[config.mk]
export PLATFORM = sky130hd
export DESIGN_NAME = iepr_front
export DESIGN_NICKNAME = d
export VERILOG_FILES = /design/src/rtl/core/input_event_packet_ring_unit_defines.svh /design/src/rtl/core/iepr_pkg.sv /design/src/rtl/core/iepr_front.sv
export SDC_FILE = /design/constraint.sdc
export NUM_CORES = 1
export LEC_CHECK = 0
export BUFFER_PORTS_ARGS = -buffer_cell sky130_fd_sc_hd__buf_2
export CORE_MARGIN = 8
export CORE_UTILIZATION = 40
export DETAILED_ROUTE_END_ITERATION = 8
export SLEW_MARGIN = 20
export SYNTH_ARGS = -nofsm -noshare
export SYNTH_HDL_FRONTEND = slang
export SYNTH_SLANG_ARGS = --single-unit
[constraint.sdc]
create_clock -name clk -period 8.1 [get_ports clk]
set_clock_uncertainty 0.15 [all_clocks]
set_input_delay 0.81 -clock clk [delete_from_list [all_inputs] [get_ports clk]]
set_output_delay 0.81 -clock clk [all_outputs]
set_load 0.005 [all_outputs]
[src/rtl/core/input_event_packet_ring_unit_defines.svh]
// Assertion macros for the input event packet ring unit.
// Defining ASSERT_OFF turns every assertion use into empty text.
`ifndef INPUT_EVENT_PACKET_RING_UNIT_DEFINES_SVH
`define INPUT_EVENT_PACKET_RING_UNIT_DEFINES_SVH
`ifndef ASSERT_OFF
`define IEPR_ASSERT_ALWAYS(lbl, cond, msg) \
  lbl: assert property (@(posedge clk) disable iff (rst) (cond)) else $error(msg);
`define IEPR_ASSERT_IMPLY(lbl, ante, cons, msg) \
  lbl: assert property (@(posedge clk) disable iff (rst) (ante) |-> (cons)) else $error(msg);
`else
`define IEPR_ASSERT_ALWAYS(lbl, cond, msg)
`define IEPR_ASSERT_IMPLY(lbl, ante, cons, msg)
`endif
`endif

[src/rtl/core/iepr_pkg.sv]
// Shared constants, types and pointer helpers for the input event packet ring.
// No dependencies; the front end, back end, top level and testbench import this package.
package iepr_pkg;

  localparam int RING_DEPTH = 64;
  localparam int PTR_W = (RING_DEPTH > 1) ? $clog2(RING_DEPTH) : 1;
  localparam int MAX_RUN = 64;
  localparam int CNT_W = 7;

  localparam logic [15:0] SYNC_TYPE = 16'd0;
  localparam logic [15:0] REPORT_CODE = 16'd0;
  localparam logic [15:0] DROPPED_CODE = 16'd3;

  localparam int IN_DATA_W = 128;
  localparam int OUT_DATA_W = 120;

  // Listed from the most significant field down, so event_type sits in the lowest bits.
  typedef struct packed {
    logic [19:0]        stamp_usec;
    logic [31:0]        stamp_sec;
    logic signed [31:0] event_value;
    logic [15:0]        event_code;
    logic [15:0]        event_type;
  } event_t;

  localparam int EV_W = $bits(event_t);
  localparam int OUT_PAD_W = OUT_DATA_W - EV_W;

  typedef enum logic [1:0] {
    ST_DELIVERED = 2'd0,
    ST_PENDING   = 2'd1,
    ST_BUSY      = 2'd2,
    ST_INVALID   = 2'd3
  } status_t;

  // One classified input item as it waits between front and back.
  typedef struct packed {
    logic             is_read;
    logic             is_report;
    logic             count_zero;
    logic [CNT_W-1:0] count;
    event_t           ev;
  } cmd_t;

  typedef struct packed {
    status_t status;
    event_t  ev;
    logic    last;
  } result_t;

  typedef struct packed {
    logic running;
    logic pending;
  } back_stat_t;

  typedef enum logic [2:0] {
    S_IDLE = 3'b001,
    S_MARK = 3'b010,
    S_RUN  = 3'b100
  } back_state_t;

  function automatic logic [PTR_W-1:0] ptr_next(input logic [PTR_W-1:0] p);
    return (p == PTR_W'(RING_DEPTH - 1)) ? '0 : p + 1'b1;
  endfunction

  function automatic logic [PTR_W-1:0] ptr_prev(input logic [PTR_W-1:0] p);
    return (p == '0) ? PTR_W'(RING_DEPTH - 1) : p - 1'b1;
  endfunction

endpackage

[src/rtl/core/iepr_front.sv]
// Front end: accepts input items, classifies them and holds them in a two-entry queue.
// Depends on iepr_pkg.
module iepr_front import iepr_pkg::*; (
  input  logic                 clk,
  input  logic                 rst,
  input  logic                 s_tvalid,
  output logic                 s_tready,
  // s_tdata fields from bit 0: event_type, event_code, event_value, stamp_sec,
  // stamp_usec, read_max; zero padding above.
  input  logic [IN_DATA_W-1:0] s_tdata,
  // s_tuser fields from bit 0: req_type.
  input  logic                 s_tuser,
  output logic                 cmd_valid,
  output cmd_t                 cmd,
  input  logic                 cmd_ready
);

  cmd_t       q [2];
  logic       head;
  logic       tail;
  logic [1:0] cnt;
  cmd_t       cls;
  logic [CNT_W-1:0] read_max;
  logic       push;
  logic       pop;

  always_comb begin
    read_max = s_tdata[EV_W +: CNT_W];
    cls.ev = event_t'(s_tdata[EV_W-1:0]);
    cls.is_read = s_tuser;
    cls.is_report = (cls.ev.event_type == SYNC_TYPE) && (cls.ev.event_code == REPORT_CODE);
    cls.count_zero = (read_max == '0);
    cls.count = (read_max > CNT_W'(MAX_RUN)) ? CNT_W'(MAX_RUN) : read_max;
  end

  assign s_tready = (cnt != 2'd2);
  assign cmd_valid = (cnt != 2'd0);
  assign cmd = q[head];
  assign push = s_tvalid && s_tready;
  assign pop = cmd_valid && cmd_ready;

  always_ff @(posedge clk) begin
    if (push) begin
      q[tail] <= cls;
    end
    if (rst) begin
      head <= 1'b0;
      tail <= 1'b0;
      cnt <= 2'd0;
    end else begin
      if (push) begin
        tail <= ~tail;
      end
      if (pop) begin
        head <= ~head;
      end
      cnt <= cnt + {1'b0, push} - {1'b0, pop};
    end
  end

endmodule

==> metrics.txt, run 1 <==
# TYPE chip_impl_metric gauge
chip_impl_metric{name="top_level_port_count",unit=""} 261
chip_impl_metric{name="coreArea",unit="sq um"} 23540
chip_impl_metric{name="cts_setup_buffers",unit=""} 0
chip_impl_metric{name="fp.dieW",unit="microns"} 171.1
chip_impl_info{name="post-synth-top-area-cell",value="sky130_fd_sc_hd__edfxtp_1"} 1
chip_impl_metric{name="first_global_vias",unit=""} 5366
chip_impl_metric{name="synth_nets",unit=""} 575
chip_impl_metric{name="final_antenna_net_count",unit=""} 0
chip_impl_metric{name="pre_cts_slack",unit="ps"} 4615
chip_impl_metric{name="floorplan.die_area",unit="sq um"} 29290
chip_impl_info{name="tritoncts",value="built"} 1
chip_impl_metric{name="place.detailed.hpwl",unit="microns"} 13560
chip_impl_metric{name="initial_antenna_violation_count",unit=""} 0
chip_impl_metric{name="maxCapViolCount",unit=""} 0
chip_impl_metric{name="n_antenna_cell",unit=""} 0
chip_impl_metric{name="drt_wl_total",unit="microns"} 19850
chip_impl_info{name="critPathKind",value="reg -> out"} 1
chip_impl_metric{name="cts_num_sinks",unit=""} 257
chip_impl_metric{name="crit_path_max_fo",unit=""} 75
chip_impl_info{name="cts_root_buffer",value="sky130_fd_sc_hd__clkbuf_16"} 1
chip_impl_info{name="netlist_top_cells_count",value="sky130_fd_sc_hd__edfxtp_1, sky130_fd_sc_hd__mux2_2, sky130_fd_sc_hd__mux2_4, sky130_fd_sc_hd__nor2b_1"} 1
chip_impl_metric{name="min_period",unit="ps"} 3932
chip_impl_metric{name="slew-limit-headroom",unit="%"} 30.72
chip_impl_metric{name="number_of_hold_violations_in_the_final_report",unit=""} 0
chip_impl_info{name="setup_repair_after_global_routing_missed_its_margin",value="no"} 1
chip_impl_metric{name="max_buffers_root_to_sink",unit=""} 3
chip_impl_metric{name="final_max_slew_viol_count",unit=""} 0
chip_impl_metric{name="synthToLayoutAreaGrowth",unit="%"} 26.72
chip_impl_metric{name="timing.setup.tns",unit="ps"} 0
chip_impl_metric{name="grt_use_total",unit="%"} 12.81
chip_impl_metric{name="synth_top_cell_area_share",unit="%"} 78.60
chip_impl_metric{name="fin_nets",unit=""} 848
chip_impl_metric{name="design_power_total",unit="mW"} 3.637
chip_impl_metric{name="vias",unit=""} 4938
chip_impl_metric{name="drt_drc_violations_left",unit=""} 0
chip_impl_metric{name="timing.final.crit_share",unit="%"} 48.54
chip_impl_metric{name="power_leakage",unit="nW"} 4.595
chip_impl_info{name="min_path_type",value="in -> reg"} 1
chip_impl_metric{name="fin_ws",unit="ps"} 4168
chip_impl_metric{name="grt_pass1_wl",unit="microns"} 29480
chip_impl_metric{name="seq_area_frac_synth",unit="%"} 79.64
chip_impl_metric{name="drt-wirelength-per-cell",unit="microns"} 18.81
chip_impl_info{name="status",value="finished clean"} 1
chip_impl_metric{name="drt_first_pass_iters",unit=""} 4
chip_impl_metric{name="max_freq",unit="MHz"} 254.4
chip_impl_metric{name="power.ir.vdd_worst",unit="V"} 0.0001918
chip_impl_info{name="critical_path.startpoint_type",value="flop"} 1
chip_impl_metric{name="row_count",unit=""} 56
chip_impl_metric{name="later_pin_clock_latency_in_the_skew_report",unit="ps"} 520
chip_impl_metric{name="setup-violations-final",unit=""} 0
chip_impl_metric{name="synthArstFlopShare",unit="%"} 0
chip_impl_metric{name="start_util",unit="%"} 40.90
chip_impl_metric{name="synth_cells",unit=""} 441
chip_impl_metric{name="worst_ep_arrival_time",unit="ps"} 2970
chip_impl_metric{name="avgSynthCellArea",unit="sq um"} 21.83
chip_impl_metric{name="worst-slew-pin-transition",unit="ps"} 1039
chip_impl_metric{name="power_per_cell_area",unit="nW/um^2"} 298.1
chip_impl_metric{name="maximum_number_of_pins_on_one_net_before_global_route_repair",unit=""} 76
chip_impl_metric{name="path_clk_slew",unit="ps"} 60
chip_impl_metric{name="number_of_hold_buffers_added_after_cts",unit=""} 0
chip_impl_metric{name="buffer_ports.inserted",unit=""} 255
chip_impl_metric{name="synth_warnings",unit=""} 0
chip_impl_metric{name="synth_area",unit="sq um"} 9628
chip_impl_metric{name="drt-vias-per-instance",unit=""} 4.681
chip_impl_info{name="ys_dominant_reg_cell",value="sky130_fd_sc_hd__edfxtp_1"} 1
chip_impl_metric{name="final_layout_size_suffix_gt1_share",unit="%"} 58.97
chip_impl_metric{name="grt_ovf",unit=""} 0
chip_impl_metric{name="crit_required",unit="ps"} 7140
chip_impl_metric{name="cts_buffers",unit=""} 28
chip_impl_metric{name="cts_repair_resize_count",unit=""} 0
chip_impl_metric{name="hold_slack",unit="ps"} 320.0
chip_impl_metric{name="cts-htree-levels",unit=""} 1
chip_impl_info{name="endpoint_class_of_the_critical_path",value="output port"} 1
chip_impl_metric{name="synth.ff_latch_count",unit=""} 257
chip_impl_metric{name="synth_enable_flop_cells",unit=""} 252
chip_impl_info{name="cells_taking_the_most_area_after_synthesis",value="sky130_fd_sc_hd__edfxtp_1, sky130_fd_sc_hd__mux2_2, sky130_fd_sc_hd__mux2_4"} 1
chip_impl_info{name="yosys.cell_count.top_type",value="sky130_fd_sc_hd__edfxtp_1"} 1
chip_impl_metric{name="drt_iter0_markers",unit=""} 211
chip_impl_metric{name="count_of_unique_library_cells_instantiated_by_yosys",unit=""} 28
chip_impl_metric{name="finalWeightedCongestion",unit=""} 0.7262
chip_impl_metric{name="die_h",unit="microns"} 171.1
[critical path, stage by stage, from the launching register on]
cell	delay [ps]
sky130_fd_sc_hd__dfxtp_4	1030
sky130_fd_sc_hd__buf_4	830
sky130_fd_sc_hd__mux2_2	420
sky130_fd_sc_hd__buf_2	140
[flip-flops by register name, indices dropped and copies added, names as in the netlist, named ones only]
| signal | cells |
|---|---|
| q | 252 |
| head | 1 |
| tail | 1 |
| cnt | 2 |
[per-layer routing]
layer / track usage (%) / share of wire (%) / up-vias
li1: - / - / 2311
met1: 15.74 / 42 / 2417
met2: 20.99 / 47 / 185
met3: 4.771 / 10 / 25
met4: 3.478 / 1.7 / 0
met5: 0 / 0 / -
[through the flow]
stage,cell area (sq um),instances,utilization (%)
2_1_floorplan,9628,441,-
6_report,12200,1055,51.82
4_1_cts,12200,1055,51.82
3_3_place_gp,11230,1003,47.68
5_1_grt,12200,1055,51.82
3_5_place_dp,11230,1003,47.68
[power breakdown]
part	switching, mW	total, mW	leakage [nW]	internal [mW]
Sequential	0.0750	1.69	2.41	1.62
Combinational	0.280	0.625	1.71	0.344
Clock	0.493	1.32	0.483	0.824
Total	0.848	3.64	4.60	2.79
[cell usage in the layout, fill, tap and decap left out, types with 2 or more instances in the layout]
master                      count
sky130_fd_sc_hd__buf_2        255
sky130_fd_sc_hd__buf_4          3
sky130_fd_sc_hd__bufinv_16      5
sky130_fd_sc_hd__clkbuf_1       6
sky130_fd_sc_hd__clkbuf_16     29
sky130_fd_sc_hd__clkinv_1       2
sky130_fd_sc_hd__clkinv_2       7
sky130_fd_sc_hd__dfxtp_1        4
sky130_fd_sc_hd__edfxtp_1     252
sky130_fd_sc_hd__mux2_2        86
sky130_fd_sc_hd__mux2_4        40
sky130_fd_sc_hd__nand4_1        2
sky130_fd_sc_hd__nor2_1         6
sky130_fd_sc_hd__nor2b_1        9
sky130_fd_sc_hd__nor4_1         8
sky130_fd_sc_hd__o21ai_0        2
[final timing paths]
kind | start | end | slack [ps] | cells after the start
setup / recovery | flop | cmd[0] | 4170 | 3
hold / removal | s_tdata[82] | q[0][82]$_DFFE_PP_ | 320 | 1
setup reg to reg | cnt[0]$_SDFF_PP0_ | q[1][32]$_DFFE_PP_ | 5180 | 3
hold reg to reg | head$_SDFFE_PP0P_ | flop | 360 | 2
[kinds of logic after synthesis]
logic type	share of synthesized area [%]
flops	79.64
mux	16.41
simple gates	2.001
buf+inv	1.195
compound gates	0.5328
xor+xnor	0.09098
fa+ha+maj	0.1299
[cell type report]
cell class | count | area, sq um
Sequential cell | 257 | 7671
Clock inverter | 16 | 212.7
Multi-Input combinational cell | 168 | 1851
Tap cell | 319 | 399.1
Inverter | 1 | 6.256
Clock buffer | 36 | 762.0
Timing Repair Buffer | 258 | 1299
Fill cell | 1976 | 11340
No activity file was read; power rests on OpenSTA's default activity.
==> run 2, diff against run 1 <==
--- a/config.mk
+++ b/config.mk
@@ -9,6 +9,7 @@
 export CORE_MARGIN = 8
 export CORE_UTILIZATION = 40
 export DETAILED_ROUTE_END_ITERATION = 8
+export PLACE_DENSITY = 0.66
 export SLEW_MARGIN = 20
 export SYNTH_ARGS = -nofsm -noshare
 export SYNTH_HDL_FRONTEND = slang
==> constraint.sdc (replaced) <==
create_clock -name clk -period 3.4 [get_ports clk]
set_clock_uncertainty 0.15 [all_clocks]
set_input_delay 0.34 -clock clk [delete_from_list [all_inputs] [get_ports clk]]
set_output_delay 0.34 -clock clk [all_outputs]
set_load 0.005 [all_outputs]
==> run 2 against run 1 <==
  * Combinational power rose to 2.7 times the previous value
  * Via count up 12%
  * Setup slack worse by 3400 ps
  * Routed wire length up 8.5%
  * First-iteration DRC count increased by 5.7%
  * Critical path type unchanged
==> metrics.txt, run 2 (synthesis results as in run 1) <==
# TYPE chip_impl_metric gauge
chip_impl_metric{name="maxCapViolCount",unit=""} 0
chip_impl_metric{name="drt-wirelength-per-cell",unit="microns"} 18.30
chip_impl_metric{name="number_of_hold_violations_in_the_final_report",unit=""} 0
chip_impl_metric{name="first_global_vias",unit=""} 6222
chip_impl_info{name="min_path_type",value="in -> reg"} 1
chip_impl_metric{name="initial_antenna_violation_count",unit=""} 1
chip_impl_metric{name="final_cell_count_no_fill",unit=""} 1177
chip_impl_info{name="critPathKind",value="reg -> out"} 1
chip_impl_metric{name="vias",unit=""} 5527
chip_impl_metric{name="power.ir.vdd_worst",unit="V"} 0.0003911
chip_impl_metric{name="drt-vias-per-instance",unit=""} 4.696
chip_impl_metric{name="final_layout_size_suffix_gt1_share",unit="%"} 50.18
chip_impl_metric{name="setup-violations-final",unit=""} 0
chip_impl_metric{name="finalWeightedCongestion",unit=""} 0.7229
chip_impl_metric{name="max_freq",unit="MHz"} 379.9
chip_impl_metric{name="synthToLayoutAreaGrowth",unit="%"} 39.47
chip_impl_info{name="critical_path.startpoint_type",value="flop"} 1
chip_impl_metric{name="start_util",unit="%"} 40.90
chip_impl_metric{name="crit_path_max_fo",unit=""} 46
chip_impl_metric{name="cts_num_sinks",unit=""} 257
chip_impl_metric{name="grt_pass1_wl",unit="microns"} 32500
chip_impl_metric{name="timing.setup.tns",unit="ps"} 0
chip_impl_metric{name="filler_cell_count",unit=""} 1826
chip_impl_info{name="largest_registers",value="q x252, cnt x2"} 1
chip_impl_metric{name="grt_use_total",unit="%"} 14.06
chip_impl_info{name="final_common_cell",value="sky130_fd_sc_hd__buf_2"} 1
chip_impl_metric{name="dpl_cell_area",unit="sq um"} 11290
chip_impl_metric{name="drt_drc_violations_left",unit=""} 0
chip_impl_metric{name="row_count",unit=""} 56
chip_impl_metric{name="multi_input_comb_area",unit="sq um"} 1851
chip_impl_metric{name="place.detailed.hpwl",unit="microns"} 13620
chip_impl_metric{name="slew-limit-headroom",unit="%"} 50.33
chip_impl_info{name="tritoncts",value="built"} 1
chip_impl_metric{name="crit_required",unit="ps"} 2910
chip_impl_metric{name="max_buffers_root_to_sink",unit=""} 3
chip_impl_info{name="cts_root_buffer",value="sky130_fd_sc_hd__clkbuf_16"} 1
chip_impl_metric{name="seqCellArea",unit="sq um"} 7671
chip_impl_metric{name="later_pin_clock_latency_in_the_skew_report",unit="ps"} 520
chip_impl_metric{name="top_level_port_count",unit=""} 261
chip_impl_metric{name="pre_cts_slack",unit="ps"} 1216
chip_impl_metric{name="buffer_ports.inserted",unit=""} 255
chip_impl_metric{name="min_period",unit="ps"} 2632
chip_impl_metric{name="drt_wl_total",unit="microns"} 21540
chip_impl_metric{name="power_leakage",unit="nW"} 5.086
chip_impl_metric{name="drt_iter0_markers",unit=""} 223
chip_impl_metric{name="final_max_slew_viol_count",unit=""} 0
chip_impl_metric{name="coreArea",unit="sq um"} 23540
chip_impl_metric{name="cts_buffers",unit=""} 28
chip_impl_metric{name="number_of_hold_buffers_added_after_cts",unit=""} 121
chip_impl_metric{name="die_h",unit="microns"} 171.1
chip_impl_metric{name="grt_ovf",unit=""} 0
chip_impl_metric{name="hold_slack",unit="ps"} 52.54
chip_impl_metric{name="worst_ep_arrival_time",unit="ps"} 2140
chip_impl_metric{name="fin_area",unit="sq um"} 13430
chip_impl_metric{name="worst-slew-pin-transition",unit="ps"} 745.0
chip_impl_metric{name="drt_first_pass_iters",unit=""} 4
chip_impl_metric{name="path_clk_slew",unit="ps"} 60
chip_impl_metric{name="fin_ws",unit="ps"} 767.6
chip_impl_metric{name="design_power_total",unit="mW"} 8.684
chip_impl_info{name="setup_repair_after_global_routing_missed_its_margin",value="no"} 1
chip_impl_info{name="most_used_cells_in_the_layout_excluding_fill_and_tap_cells",value="sky130_fd_sc_hd__buf_2, sky130_fd_sc_hd__edfxtp_1, sky130_fd_sc_hd__dlygate4sd3_1"} 1
chip_impl_metric{name="floorplan.die_area",unit="sq um"} 29290
chip_impl_metric{name="fin_nets",unit=""} 971
chip_impl_metric{name="final_antenna_net_count",unit=""} 0
chip_impl_metric{name="maximum_number_of_pins_on_one_net_before_global_route_repair",unit=""} 127
chip_impl_metric{name="cts_setup_buffers",unit=""} 0
chip_impl_info{name="status",value="finished clean"} 1
chip_impl_metric{name="dp.cells",unit=""} 1005
chip_impl_metric{name="timing.final.crit_share",unit="%"} 77.42
chip_impl_info{name="regMostFlops",value="q"} 1
chip_impl_metric{name="final_util",unit="%"} 57.04
chip_impl_metric{name="fp.dieW",unit="microns"} 171.1
chip_impl_info{name="endpoint_class_of_the_critical_path",value="output port"} 1
chip_impl_metric{name="largest_register_ff_count",unit=""} 252
chip_impl_metric{name="power_per_cell_area",unit="nW/um^2"} 646.7
chip_impl_metric{name="cts_repair_resize_count",unit=""} 0
chip_impl_metric{name="cts-htree-levels",unit=""} 1
## run 2: cell types whose count changed in the layout (fill, tap and decap cells not counted), sizes merged
cell	before	now
inv	3	0
diode	0	1
dlygate4sd3	0	121
bufinv	5	4
clkbuf	36	33
clkinvlp	0	2
buf	258	260
clkinv	9	12
## run 2: worst paths after layout
kind	startpoint	cells after the start	end	slack [ps]
worst max-delay path	flop	3	cmd[125]	770
worst min-delay path	s_tdata[116]	2	q[0][116]$_DFFE_PP_	50
worst max register to register	cnt[0]$_SDFF_PP0_	3	q[1][32]$_DFFE_PP_	1220
worst min register to register	head$_SDFFE_PP0P_	2	flop	360
## run 2: critical path: stages (launching register included)
cell and delay (ps):
sky130_fd_sc_hd__dfxtp_4 680, sky130_fd_sc_hd__buf_12 360, sky130_fd_sc_hd__mux2_2 390, sky130_fd_sc_hd__buf_2 130
## run 2: final cells by class
| class | count | area share, % |
|---|---|---|
| flip-flops and latches | 257 | 57.13 |
| repair buffers | 381 | 19.18 |
| multi-input cells | 168 | 13.78 |
| clock buffers | 33 | 5.516 |
| well taps | 319 | 2.972 |
| clock inverters | 17 | 1.351 |
| inverters | 1 | 0.05591 |
| diodes | 1 | 0.01864 |
## run 2: report_power, final
group,internal (mW),switching (mW),leakage [nW],total [mW]
clock network,1.84,1.16,0.447,3.00
registers,3.86,0.134,2.41,3.99
logic,0.934,0.756,2.23,1.69
## run 2: routing by layer
metal  GRT usage, %  vias up  wire, microns  share of wire [%]
met5              0        -              0                  0
met4          4.726        0            567                2.6
met3          4.356       49           1875                8.7
met1          15.95     2715           8165                 38
met2          24.81      207          10930                 51
li1               -     2556              -                  -
